**config.mk**
```make
export PLATFORM = sky130hd
export DESIGN_NAME = sync_type_length_xor_deframer_top
export DESIGN_NICKNAME = d
export VERILOG_FILES = /design/src/rtl/core/stlxd_pkg.sv /design/src/rtl/core/stlxd_cfg.sv /design/src/rtl/core/stlxd_parse.sv /design/src/rtl/core/stlxd_obuf.sv /design/src/rtl/core/sync_type_length_xor_deframer_top.sv
export SDC_FILE = /design/constraint.sdc
export NUM_CORES = 1
export LEC_CHECK = 0
export BUFFER_PORTS_ARGS = -buffer_cell sky130_fd_sc_hd__buf_2
export CAP_MARGIN = 10
export CORE_MARGIN = 8
export CORE_UTILIZATION = 50
export CTS_BUF_LIST = sky130_fd_sc_hd__clkbuf_2 sky130_fd_sc_hd__clkbuf_4 sky130_fd_sc_hd__clkbuf_8
export DETAILED_ROUTE_END_ITERATION = 10
export HOLD_SLACK_MARGIN = 0.15
export PLACE_DENSITY = 0.74
export SKIP_CTS_REPAIR_TIMING = 1
export SYNTH_ARGS = -nofsm -noshare
export SYNTH_HDL_FRONTEND = slang
export SYNTH_SLANG_ARGS = --single-unit
export TNS_END_PERCENT = 50
```
**constraint.sdc**
```tcl
create_clock -name aclk -period 3.4 [get_ports aclk]
set_input_delay 0.68 -clock aclk [delete_from_list [all_inputs] [get_ports aclk]]
set_output_delay 0.68 -clock aclk [all_outputs]
set_load 0.02 [all_outputs]
```
**src/rtl/core/stlxd_pkg.sv**
```systemverilog
package stlxd_pkg;

    localparam int unsigned CFG_W       = 11;
    localparam int unsigned BYTE_W      = 8;
    localparam int unsigned EVENT_W     = 3;
    localparam int unsigned FTYPE_W     = 2;
    localparam int unsigned LEN_RESET   = 248;

    localparam logic [BYTE_W-1:0] SYNC_FIRST  = 8'hAA;
    localparam logic [BYTE_W-1:0] SYNC_SECOND = 8'h55;
    localparam logic [BYTE_W-1:0] TYPE_RANGE  = 8'h01;
    localparam logic [BYTE_W-1:0] TYPE_CIR    = 8'h02;
    localparam logic [BYTE_W-1:0] XOR_INIT    = 8'h00;

    typedef enum logic [EVENT_W-1:0] {
        EV_IGNORE  = 3'd0,
        EV_HEADER  = 3'd1,
        EV_PAYLOAD = 3'd2,
        EV_GOOD    = 3'd3,
        EV_BAD     = 3'd4,
        EV_SWALLOW = 3'd5
    } event_t;

    typedef enum logic [2:0] {
        PH_SYNC1   = 3'd0,
        PH_SYNC2   = 3'd1,
        PH_TYPE    = 3'd2,
        PH_PAYLOAD = 3'd3,
        PH_CHECK   = 3'd4,
        PH_SWALLOW = 3'd5
    } phase_t;

endpackage

```
**src/rtl/core/stlxd_cfg.sv**
```systemverilog
module stlxd_cfg #(
    parameter int unsigned MAX_PAYLOAD = 1024,
    parameter int unsigned LW          = 11
) (
    input  logic                        aclk,
    input  logic                        aresetn,
    input  logic                        cfg_wr_en,
    input  logic [stlxd_pkg::CFG_W-1:0] cfg_wr_data,
    output logic [LW-1:0]               eff_len
);
    import stlxd_pkg::*;

    localparam int unsigned CMPW    = (LW > CFG_W) ? LW : CFG_W;
    localparam int unsigned RST_LEN = (LEN_RESET > MAX_PAYLOAD) ? MAX_PAYLOAD : LEN_RESET;
    localparam logic [CMPW-1:0] MAX_W = CMPW'(MAX_PAYLOAD);

    logic [LW-1:0]   len_reg;
    logic [LW-1:0]   len_next;
    logic [CMPW-1:0] wr_wide;

    // zero length acts as one, oversize saturates
    always_comb begin
        wr_wide = CMPW'(cfg_wr_data);
        if (wr_wide == '0) begin
            len_next = LW'(1);
        end else if (wr_wide > MAX_W) begin
            len_next = LW'(MAX_PAYLOAD);
        end else begin
            len_next = LW'(wr_wide);
        end
    end

    always_ff @(posedge aclk) begin
        if (!aresetn) begin
            len_reg <= LW'(RST_LEN);
        end else if (cfg_wr_en) begin
            len_reg <= len_next;
        end
    end

    assign eff_len = len_reg;

endmodule

```
**src/rtl/core/stlxd_parse.sv**
```systemverilog
module stlxd_parse #(
    parameter int unsigned CW = 10,
    parameter int unsigned LW = 11
) (
    input  logic                          aclk,
    input  logic                          aresetn,
    input  logic                          in_fire,
    input  logic [stlxd_pkg::BYTE_W-1:0]  rx_byte,
    input  logic [LW-1:0]                 eff_len,
    output stlxd_pkg::event_t             ev_kind,
    output logic [CW-1:0]                 pay_idx,
    output logic [stlxd_pkg::FTYPE_W-1:0] ftype
);
    import stlxd_pkg::*;

    phase_t              phase_reg,  phase_next;
    logic [CW-1:0]       cnt_reg,    cnt_next;
    logic [BYTE_W-1:0]   xor_reg,    xor_next;
    logic [FTYPE_W-1:0]  ftype_reg,  ftype_next;
    logic [LW-1:0]       cnt_inc;
    logic                last_byte;

    assign cnt_inc   = LW'(cnt_reg) + LW'(1);
    assign last_byte = (cnt_inc >= eff_len);

    always_ff @(posedge aclk) begin
        if (!aresetn) begin
            phase_reg <= PH_SYNC1;
            cnt_reg   <= '0;
            xor_reg   <= XOR_INIT;
            ftype_reg <= '0;
        end else if (in_fire) begin
            phase_reg <= phase_next;
            cnt_reg   <= cnt_next;
            xor_reg   <= xor_next;
            ftype_reg <= ftype_next;
        end
    end

    always_comb begin
        phase_next = PH_SYNC1;
        cnt_next   = cnt_reg;
        xor_next   = xor_reg;
        ftype_next = ftype_reg;
        ev_kind    = EV_IGNORE;
        pay_idx    = '0;
        case (phase_reg)
            PH_SYNC1: begin
                if (rx_byte == SYNC_FIRST) begin
                    phase_next = PH_SYNC2;
                    ev_kind    = EV_HEADER;
                end
            end
            PH_SYNC2: begin
                if (rx_byte == SYNC_SECOND) begin
                    phase_next = PH_TYPE;
                    ev_kind    = EV_HEADER;
                end
            end
            PH_TYPE: begin
                if (rx_byte inside {TYPE_RANGE, TYPE_CIR}) begin
                    ftype_next = rx_byte[FTYPE_W-1:0];
                    cnt_next   = '0;
                    xor_next   = XOR_INIT;
                    phase_next = PH_PAYLOAD;
                    ev_kind    = EV_HEADER;
                end
            end
            PH_PAYLOAD: begin
                ev_kind  = EV_PAYLOAD;
                pay_idx  = cnt_reg;
                xor_next = xor_reg ^ rx_byte;
                if (last_byte) begin
                    cnt_next   = '0;
                    phase_next = PH_CHECK;
                end else begin
                    cnt_next   = cnt_reg + CW'(1);
                    phase_next = PH_PAYLOAD;
                end
            end
            PH_CHECK: begin
                cnt_next = '0;
                if (rx_byte == xor_reg) begin
                    ev_kind = EV_GOOD;
                    // type 2 frames carry one trailing byte to drop
                    if (ftype_reg == TYPE_CIR[FTYPE_W-1:0]) begin
                        phase_next = PH_SWALLOW;
                    end
                end else begin
                    ev_kind = EV_BAD;
                end
            end
            PH_SWALLOW: begin
                ev_kind = EV_SWALLOW;
            end
            default: begin
                cnt_next = '0;
            end
        endcase
    end

    assign ftype = ftype_next;

endmodule

```
**src/rtl/core/stlxd_obuf.sv**
```systemverilog
module stlxd_obuf #(
    parameter int unsigned DW = 23
) (
    input  logic          aclk,
    input  logic          aresetn,
    input  logic          in_valid,
    output logic          in_ready,
    input  logic [DW-1:0] in_data,
    output logic          out_valid,
    input  logic          out_ready,
    output logic [DW-1:0] out_data
);
    logic          main_vld_reg;
    logic          skid_vld_reg;
    logic [DW-1:0] main_dat_reg;
    logic [DW-1:0] skid_dat_reg;
    logic          in_fire;

    assign in_ready = !skid_vld_reg;
    assign in_fire  = in_valid && in_ready;

    always_ff @(posedge aclk) begin
        if (!aresetn) begin
            main_vld_reg <= 1'b0;
            skid_vld_reg <= 1'b0;
        end else if (skid_vld_reg) begin
            if (out_ready) begin
                skid_vld_reg <= 1'b0;
            end
        end else if (in_fire) begin
            if (main_vld_reg && !out_ready) begin
                skid_vld_reg <= 1'b1;
            end
            main_vld_reg <= 1'b1;
        end else if (out_ready) begin
            main_vld_reg <= 1'b0;
        end
    end

    always_ff @(posedge aclk) begin
        if (skid_vld_reg) begin
            if (out_ready) begin
                main_dat_reg <= skid_dat_reg;
            end
        end else if (in_fire) begin
            if (main_vld_reg && !out_ready) begin
                skid_dat_reg <= in_data;
            end else begin
                main_dat_reg <= in_data;
            end
        end
    end

    assign out_valid = main_vld_reg;
    assign out_data  = main_dat_reg;

endmodule

```
**src/rtl/core/sync_type_length_xor_deframer_top.sv**
```systemverilog
// Byte-stream deframer: hunts for sync 0xAA 0x55, takes a type byte of 1 or 2, passes on
// payload_length payload words with their index while folding them into an XOR, then checks
// the next word against that XOR and reports the frame good or bad; after a good type-2 frame
// one more word is reported as swallowed. Every input word yields exactly one result word.
// Throughput is one word per clock while the buffer has room: the parser state updates in the
// cycle a word is taken and the result is registered in a two-entry output buffer, so s_ready
// stays high while one result waits and drops when both entries are full. cfg_wr_data of zero
// acts as one and values above MAX_PAYLOAD saturate; write it only while no word is in flight.
module sync_type_length_xor_deframer_top #(
    parameter int unsigned MAX_PAYLOAD = 1024
) (
    input  logic                                aclk,
    input  logic                                aresetn,
    input  logic                                cfg_wr_en,
    input  logic [stlxd_pkg::CFG_W-1:0]         cfg_wr_data,
    input  logic                                s_valid,
    output logic                                s_ready,
    input  logic [stlxd_pkg::BYTE_W-1:0]        s_rx_byte,
    output logic                                m_valid,
    input  logic                                m_ready,
    output logic [stlxd_pkg::EVENT_W-1:0]       m_event_kind,
    output logic [stlxd_pkg::BYTE_W-1:0]        m_data_byte,
    output logic [$clog2(MAX_PAYLOAD)-1:0]      m_payload_index,
    output logic [stlxd_pkg::FTYPE_W-1:0]       m_frame_type
);
    import stlxd_pkg::*;

    localparam int unsigned CW = $clog2(MAX_PAYLOAD);
    localparam int unsigned LW = $clog2(MAX_PAYLOAD + 1);
    localparam int unsigned DW = EVENT_W + BYTE_W + CW + FTYPE_W;

    logic [LW-1:0]      eff_len;
    logic               in_fire;
    event_t             ev_kind;
    logic [CW-1:0]      pay_idx;
    logic [FTYPE_W-1:0] ftype;
    logic [DW-1:0]      res_in;
    logic [DW-1:0]      res_out;

    assign in_fire = s_valid && s_ready;

    stlxd_cfg #(
        .MAX_PAYLOAD (MAX_PAYLOAD),
        .LW          (LW)
    ) u_cfg (
        .aclk        (aclk),
        .aresetn     (aresetn),
        .cfg_wr_en   (cfg_wr_en),
        .cfg_wr_data (cfg_wr_data),
        .eff_len     (eff_len)
    );

    stlxd_parse #(
        .CW (CW),
        .LW (LW)
    ) u_parse (
        .aclk    (aclk),
        .aresetn (aresetn),
        .in_fire (in_fire),
        .rx_byte (s_rx_byte),
        .eff_len (eff_len),
        .ev_kind (ev_kind),
        .pay_idx (pay_idx),
        .ftype   (ftype)
    );

    assign res_in = {ev_kind, s_rx_byte, pay_idx, ftype};

    stlxd_obuf #(
        .DW (DW)
    ) u_obuf (
        .aclk      (aclk),
        .aresetn   (aresetn),
        .in_valid  (s_valid),
        .in_ready  (s_ready),
        .in_data   (res_in),
        .out_valid (m_valid),
        .out_ready (m_ready),
        .out_data  (res_out)
    );

    assign {m_event_kind, m_data_byte, m_payload_index, m_frame_type} = res_out;

`ifndef SYNTHESIS
    // a word taken while the held result stalls must fill the skid entry
    a_skid_fill: assert property (@(posedge aclk) disable iff (!aresetn)
        in_fire && m_valid && !m_ready |=> !s_ready)
        else $error("skid entry not filled on stalled accept");

    a_idx_zero: assert property (@(posedge aclk) disable iff (!aresetn)
        m_valid && (m_event_kind != EV_PAYLOAD) |-> (m_payload_index == '0))
        else $error("payload index set on non-payload word");

    a_type_known: assert property (@(posedge aclk) disable iff (!aresetn)
        m_valid && ((m_event_kind == EV_PAYLOAD) || (m_event_kind == EV_GOOD)
            || (m_event_kind == EV_BAD) || (m_event_kind == EV_SWALLOW))
        |-> (m_frame_type != '0))
        else $error("frame word without a frame type");
`endif

endmodule
```
### Word-level counts from Yosys, hierarchy flattened

Index checks and enable logic that the tools add are counted.
Widths: inputs -> output; s select.

* memories kept: 0
* bits in read-only memories: 0
* memory bits (writable): 0
* output and inout bits: 25
* input port bits: 24
* register bits: 82
* latch bits: 0

* reduce and logical (&&, ||, !) cells: 16
* shifts and indexed selects: 0
* multiply operators: 0
* eq/ne operators: 14
* $lt $le $gt $ge: 2
* add/subtract/negate cells: 2
* bitwise operators: 3
* div/mod/pow operators: 0
* mux-type cells: 31

Operator list (number)
* $mux 23: 4
* $mux 10: 3
* $pmux 10 s3: 1
* $mux 11: 2
* $pmux 3 s6: 1
* $pmux 8 s2: 1
* $pmux 3 s5: 1
* $mux 3: 4
* $reduce_and 3->1: 4
* $add 10x1->11 const B: 1
* $ge 11x11->1: 1
* $gt 11x11->1 const B: 1
* $logic_not 11->1: 1
* $add 10x1->10 const B: 1
* $mux 1: 9
* $eq 8x1->1 const B: 1
* $eq 8x2->1 const B: 1
* $eq 8x7->1 const B: 1
* $eq 8x8->1: 1
* $eq 8x8->1 const B: 1
* $mux 2: 4
* $mux 8: 1
* $reduce_bool 2->1: 4
* $xor 8x8->8: 1
* other kinds (12): 18

### Longest topological paths before layout

* word-level depth: 7
* mapped depth: 12
* depth with buffers taken out: 12

### Modules after synthesis

Synthesis repeated with hierarchy kept, for this count alone.

* cell total of the unflattened synthesis: 386
* area, all modules: 4120.2 µm²

By module, submodules not included
* stlxd_parse: sequential area each 460.4 µm², cells each 247, area each 1855.5 µm², instances 1
* stlxd_obuf: sequential area each 1421.4 µm², cells each 85, area each 1788.0 µm², instances 1
* stlxd_cfg: sequential area each 220.2 µm², cells each 53, area each 470.5 µm², instances 1
* sync_type_length_xor_deframer_top: sequential area each 0.0 µm², cells each 1, area each 6.3 µm², instances 1

### Worst setup path after synthesis

No wires, ideal clock.

* kind: flip-flop to flip-flop
* start: register u_parse.cnt_reg[0]
* end: register u_parse.cnt_reg[9]
* path buffers: 0
* arrival: 2602 ps
* slack: 727 ps
* stages on the path, launching flop included: 13
* library setup time: 71 ps
* required time: 3329 ps
* clock period less this slack: 2673 ps
* path through: dfxtp_1 ha_1 nand3_1 nor2_1 nand3_1 xnor2_1 ha_1 a211oi_1 nor2_1 nor2_1 nand4_1 or3b_1 a21oi_1

* cells in the longest elaborated chain, start to end: 4

RTL lines
* from (decl): line stlxd_parse.sv:17 `logic [CW-1:0] cnt_reg, cnt_next;`
* from (signal assigned): line stlxd_parse.sv:34 `cnt_reg <= cnt_next;`
* $add 10x1->11: line stlxd_parse.sv:23 `assign cnt_inc = LW'(cnt_reg) + LW'(1);`
* $ge 11x11->1: line stlxd_parse.sv:24 `assign last_byte = (cnt_inc >= eff_len);`
* $mux 10 *: line stlxd_parse.sv:73 `if (last_byte) begin`
* $pmux 10 s3 *: line stlxd_parse.sv:47 `case (phase_reg)`

Mark *: on every way between the ends. The rest lies on a longest branch, timed or not.
A chain may end at the register's enable or synchronous reset.

### Worst setup path after layout

Same ends and word-level chain as after synthesis.

==> summary.txt <==
Pwr
  • Leak: around 1.8 nW
  • Reg power frac: 0.534
  • Peak supply drop: approximately 220 µV
  • Power Dens Cells: 440 nW/µm²
  • Gate power share: 0.079
  • P_int: 0.00156 W
  • Switching share of power: 0.235
  • Power share of the clock group: 0.387
  • P_sw: between 0.0004 and 0.0005 W

Worst setup path
  • Crit path DAT: 3.43 ns
  • R2R Setup Slk: 0.26 ns
  • Slowest CP cell: dfxtp_1
  • Worst setup SP type: register
  • Setup CP Type: reg2reg
  • CP endpoint kind: register
  • WP data required: 3.68 ns
  • CP max FO: 7
  • CP max stage delay: 0.43 ns
  • CP Cell Sequence: ha_1 -> nand3_1 -> nor2_2 -> nand3_1 -> xnor2_1 -> ha_1 -> a211oi_1 -> nor2_1 -> nor2_1 -> nand4_1 -> or3b_1 -> a21oi_1

Route
  • Total iterations of the first detailed-routing run: 4
  • Number of DRC markers in iteration 0: around 270
  • Drt total wl: about 8000 µm
  • Vias per Instance: approximately 5.5
  • Drt drc: 0
  • Total vias in the final route: ~2900
  • Antenna Violating Nets Remaining: 0
  • Routed wire per std cell: approximately 15 µm

Synth
  • Sequential share of the synthesized area: 0.514
  • Post-synthesis cell type count: between 50 and 60
  • Area leader, netlist: edfxtp_1
  • Top-count cell post-synth: edfxtp_1
  • Top post-synthesis cells by count: 46 x edfxtp_1, 36 x dfxtp_1, 32 x nand2_1
  • Synth warn: 0
  • Mapped Area: 4090 µm²
  • Synth top area cells: edfxtp_1 34%, dfxtp_1 18%, mux2_2 6.3%, ha_1 3.7%, nand2_1 2.9%
  • Yosys reg bits: slightly above 80
  • Top-area cell type share of the netlist area: 0.338
  • Net Count, Synth: 410
  • Synthesized area per cell: roughly 11 µm²
  • Ys flop type: edfxtp_1
  • Post-synth ARST share: 0
  • Cell count after synthesis: around 370
  • Post-synth EDFFs: 46

Place
  • Place WS: between 0.2 and 0.3 ns
  • Final GP Congestion: between 0.8 and 0.9
  • Placed Area: between 4000 and 5000 µm²
  • Cells after DPL: just over 500
  • Post-DP HPWL: 5770 µm
  • Port bufs: 48

Global routing
  • Global route overflow: 0
  • Number of global-route vias before repair: ~2800
  • First-pass GRT wire length: around 14000 µm
  • GRT busiest layer: met2
  • Initial antenna violation count: 0
  • Grt met1 use: 0.200
  • Met2 Usage GRT: 0.230
  • Pin count of the biggest net entering global routing: 28
  • GRT met3 Usage: 0.0369
  • Total global-route track usage: 0.150

STA
  • Worst-Margin Slew: 0.928 ns
  • Rel. slew slack: 0.382
  • Setup Skew: roughly 0.0096 ns
  • Final worst slack: around 0.26 ns
  • F_max: between 300 and 400 MHz
  • Final setup fails: 0
  • RSZ-0062 raised after global routing: no
  • Final Critical Period: 3.14 ns
  • Hold Fails Final Rpt: 0
  • Post-Route Setup TNS: 0 ns
  • Final Cycle Share: 0.925
  • Final Max Slew Viols: 0

Die
  • Initial Util: 0.508
  • Die area: between 10000 and 15000 µm²
  • Die W: 106 µm
  • Die height: approximately 110 µm
  • Core area: around 8100 µm²
  • Cell row count: 33
  • # IOs: 49

Status
  • Status: finished, final reports clean

Clocking
  • Root buffer selected by CTS: clkbuf_8
  • CTS Buffer Depth: 2
  • Clk pin slew, worst setup/hold paths: 0.08 ns
  • Num CTS Buffers: 9
  • Clk_lat worst skew: ~0.35 ns
  • # clock sinks: 82
  • CTS tree: yes
  • H-tree depth: 3

Layout
  • Fin area: around 4600 µm²
  • Final nets: approximately 460
  • Synthesis-to-finish area growth: 13.3%
  • Share of cells above drive strength 1: 0.250
  • Cell Count, Final, Fillers Out: ~530
  • Fillers: around 700
  • Finished Core Util: 0.575
  • Ant. Diodes: 0

Hold path
  • Worst hold-check path type: reg2reg

Flow run
  • Max Cap Viol: 0
final cells by class:
| class | instances | area [µm²] | area share |
|---|---|---|---|
| clock inverter | 6 | 88.8 | 0.0192 |
| inverter | 21 | 78.8 | 0.0170 |
| timing repair buffer | 52 | 270 | 0.0583 |
| tap | 105 | 131 | 0.0284 |
| multi-input combinational | 253 | 1830 | 0.395 |
| sequential | 82 | 2100 | 0.454 |
| clock buffer | 10 | 131 | 0.0284 |
critical path: cells and delay by family, from the launching register on:
kind	cells	cell delay, ns
DFF	1	0.43
AOI/OAI and AO/OA	2	0.42
and+or+nand+nor	7	1.49
xor gates and xnor gates	1	0.16
adders and majority gates	2	0.56
metal layers:
metal  vias to the layer above  wire (µm)
met5                         -          0
met4                         0        116
met3                        11        372
met2                        51       3620
met1                      1384       3970
li1                       1453          -
per-stage QoR:
| step | hold WS, ns | power, W |
|---|---|---|
| 6_report | 0.490 | 0.00204 |
| 5_1_grt | 0.517 | 0.00211 |
| 4_1_cts | 0.491 | 0.00205 |
| 3_5_place_dp | 0.481 | 0.00127 |
| 3_3_place_gp | 0.472 | 0.00127 |
| 2_1_floorplan | 0.460 | 0.00122 |
worst paths after layout:
path	startpoint	to	depth (start not counted)
max reg2reg	u_parse.cnt_reg[0]$_SDFFE_PN0P_	u_parse.cnt_reg[9]$_SDFFE_PN0P_	12
max	u_parse.cnt_reg[0]$_SDFFE_PN0P_	u_parse.cnt_reg[9]$_SDFFE_PN0P_	12
min reg2reg	u_parse.xor_reg[4]$_SDFFE_PN0P_	u_parse.xor_reg[4]$_SDFFE_PN0P_	2
min	u_parse.xor_reg[4]$_SDFFE_PN0P_	u_parse.xor_reg[4]$_SDFFE_PN0P_	2
cell usage in the layout (no fill, tap or decap), drive strengths merged, types with 5 or more instances in the layout:
cell type and instances:
nor4 5, nand3b 9, nand4b 6, mux2 25, and2 12, a21oi 14, buf 52, dfxtp 36
clkbuf 10, xnor2 7, a22o 7, edfxtp 46, nand3 8, nand2 35, nor2 27, inv 22
o22ai 10, o221ai 5, ha 12, xor2 10, o21ai 11, o21a 8
power groups by stage:
stage	clock, W	sequential (W)	combinational [W]
floorplan	0	0.00114	0.0000799
global placement	0	0.00111	0.000158
detailed placement	0	0.00111	0.000162
CTS	0.000800	0.00109	0.000163
global route	0.000842	0.00109	0.000180
finish	0.000789	0.00109	0.000161
kinds of logic (layout without fill, tap and decap cells):
| family | count (synthesis) | in the layout | synth area share |
|---|---|---|---|
| AND/OR/NAND/NOR | 130 | 130 | 0.181 |
| flip-flops | 82 | 82 | 0.514 |
| buffers and inverters | 39 | 89 | 0.0392 |
| adder cells (fa/ha/maj) | 13 | 13 | 0.0392 |
| AO/OA/AOI/OAI | 65 | 65 | 0.112 |
| XOR/XNOR | 17 | 17 | 0.0364 |
| multiplexers | 28 | 28 | 0.0780 |
Power figures use the tool's default switching activity.
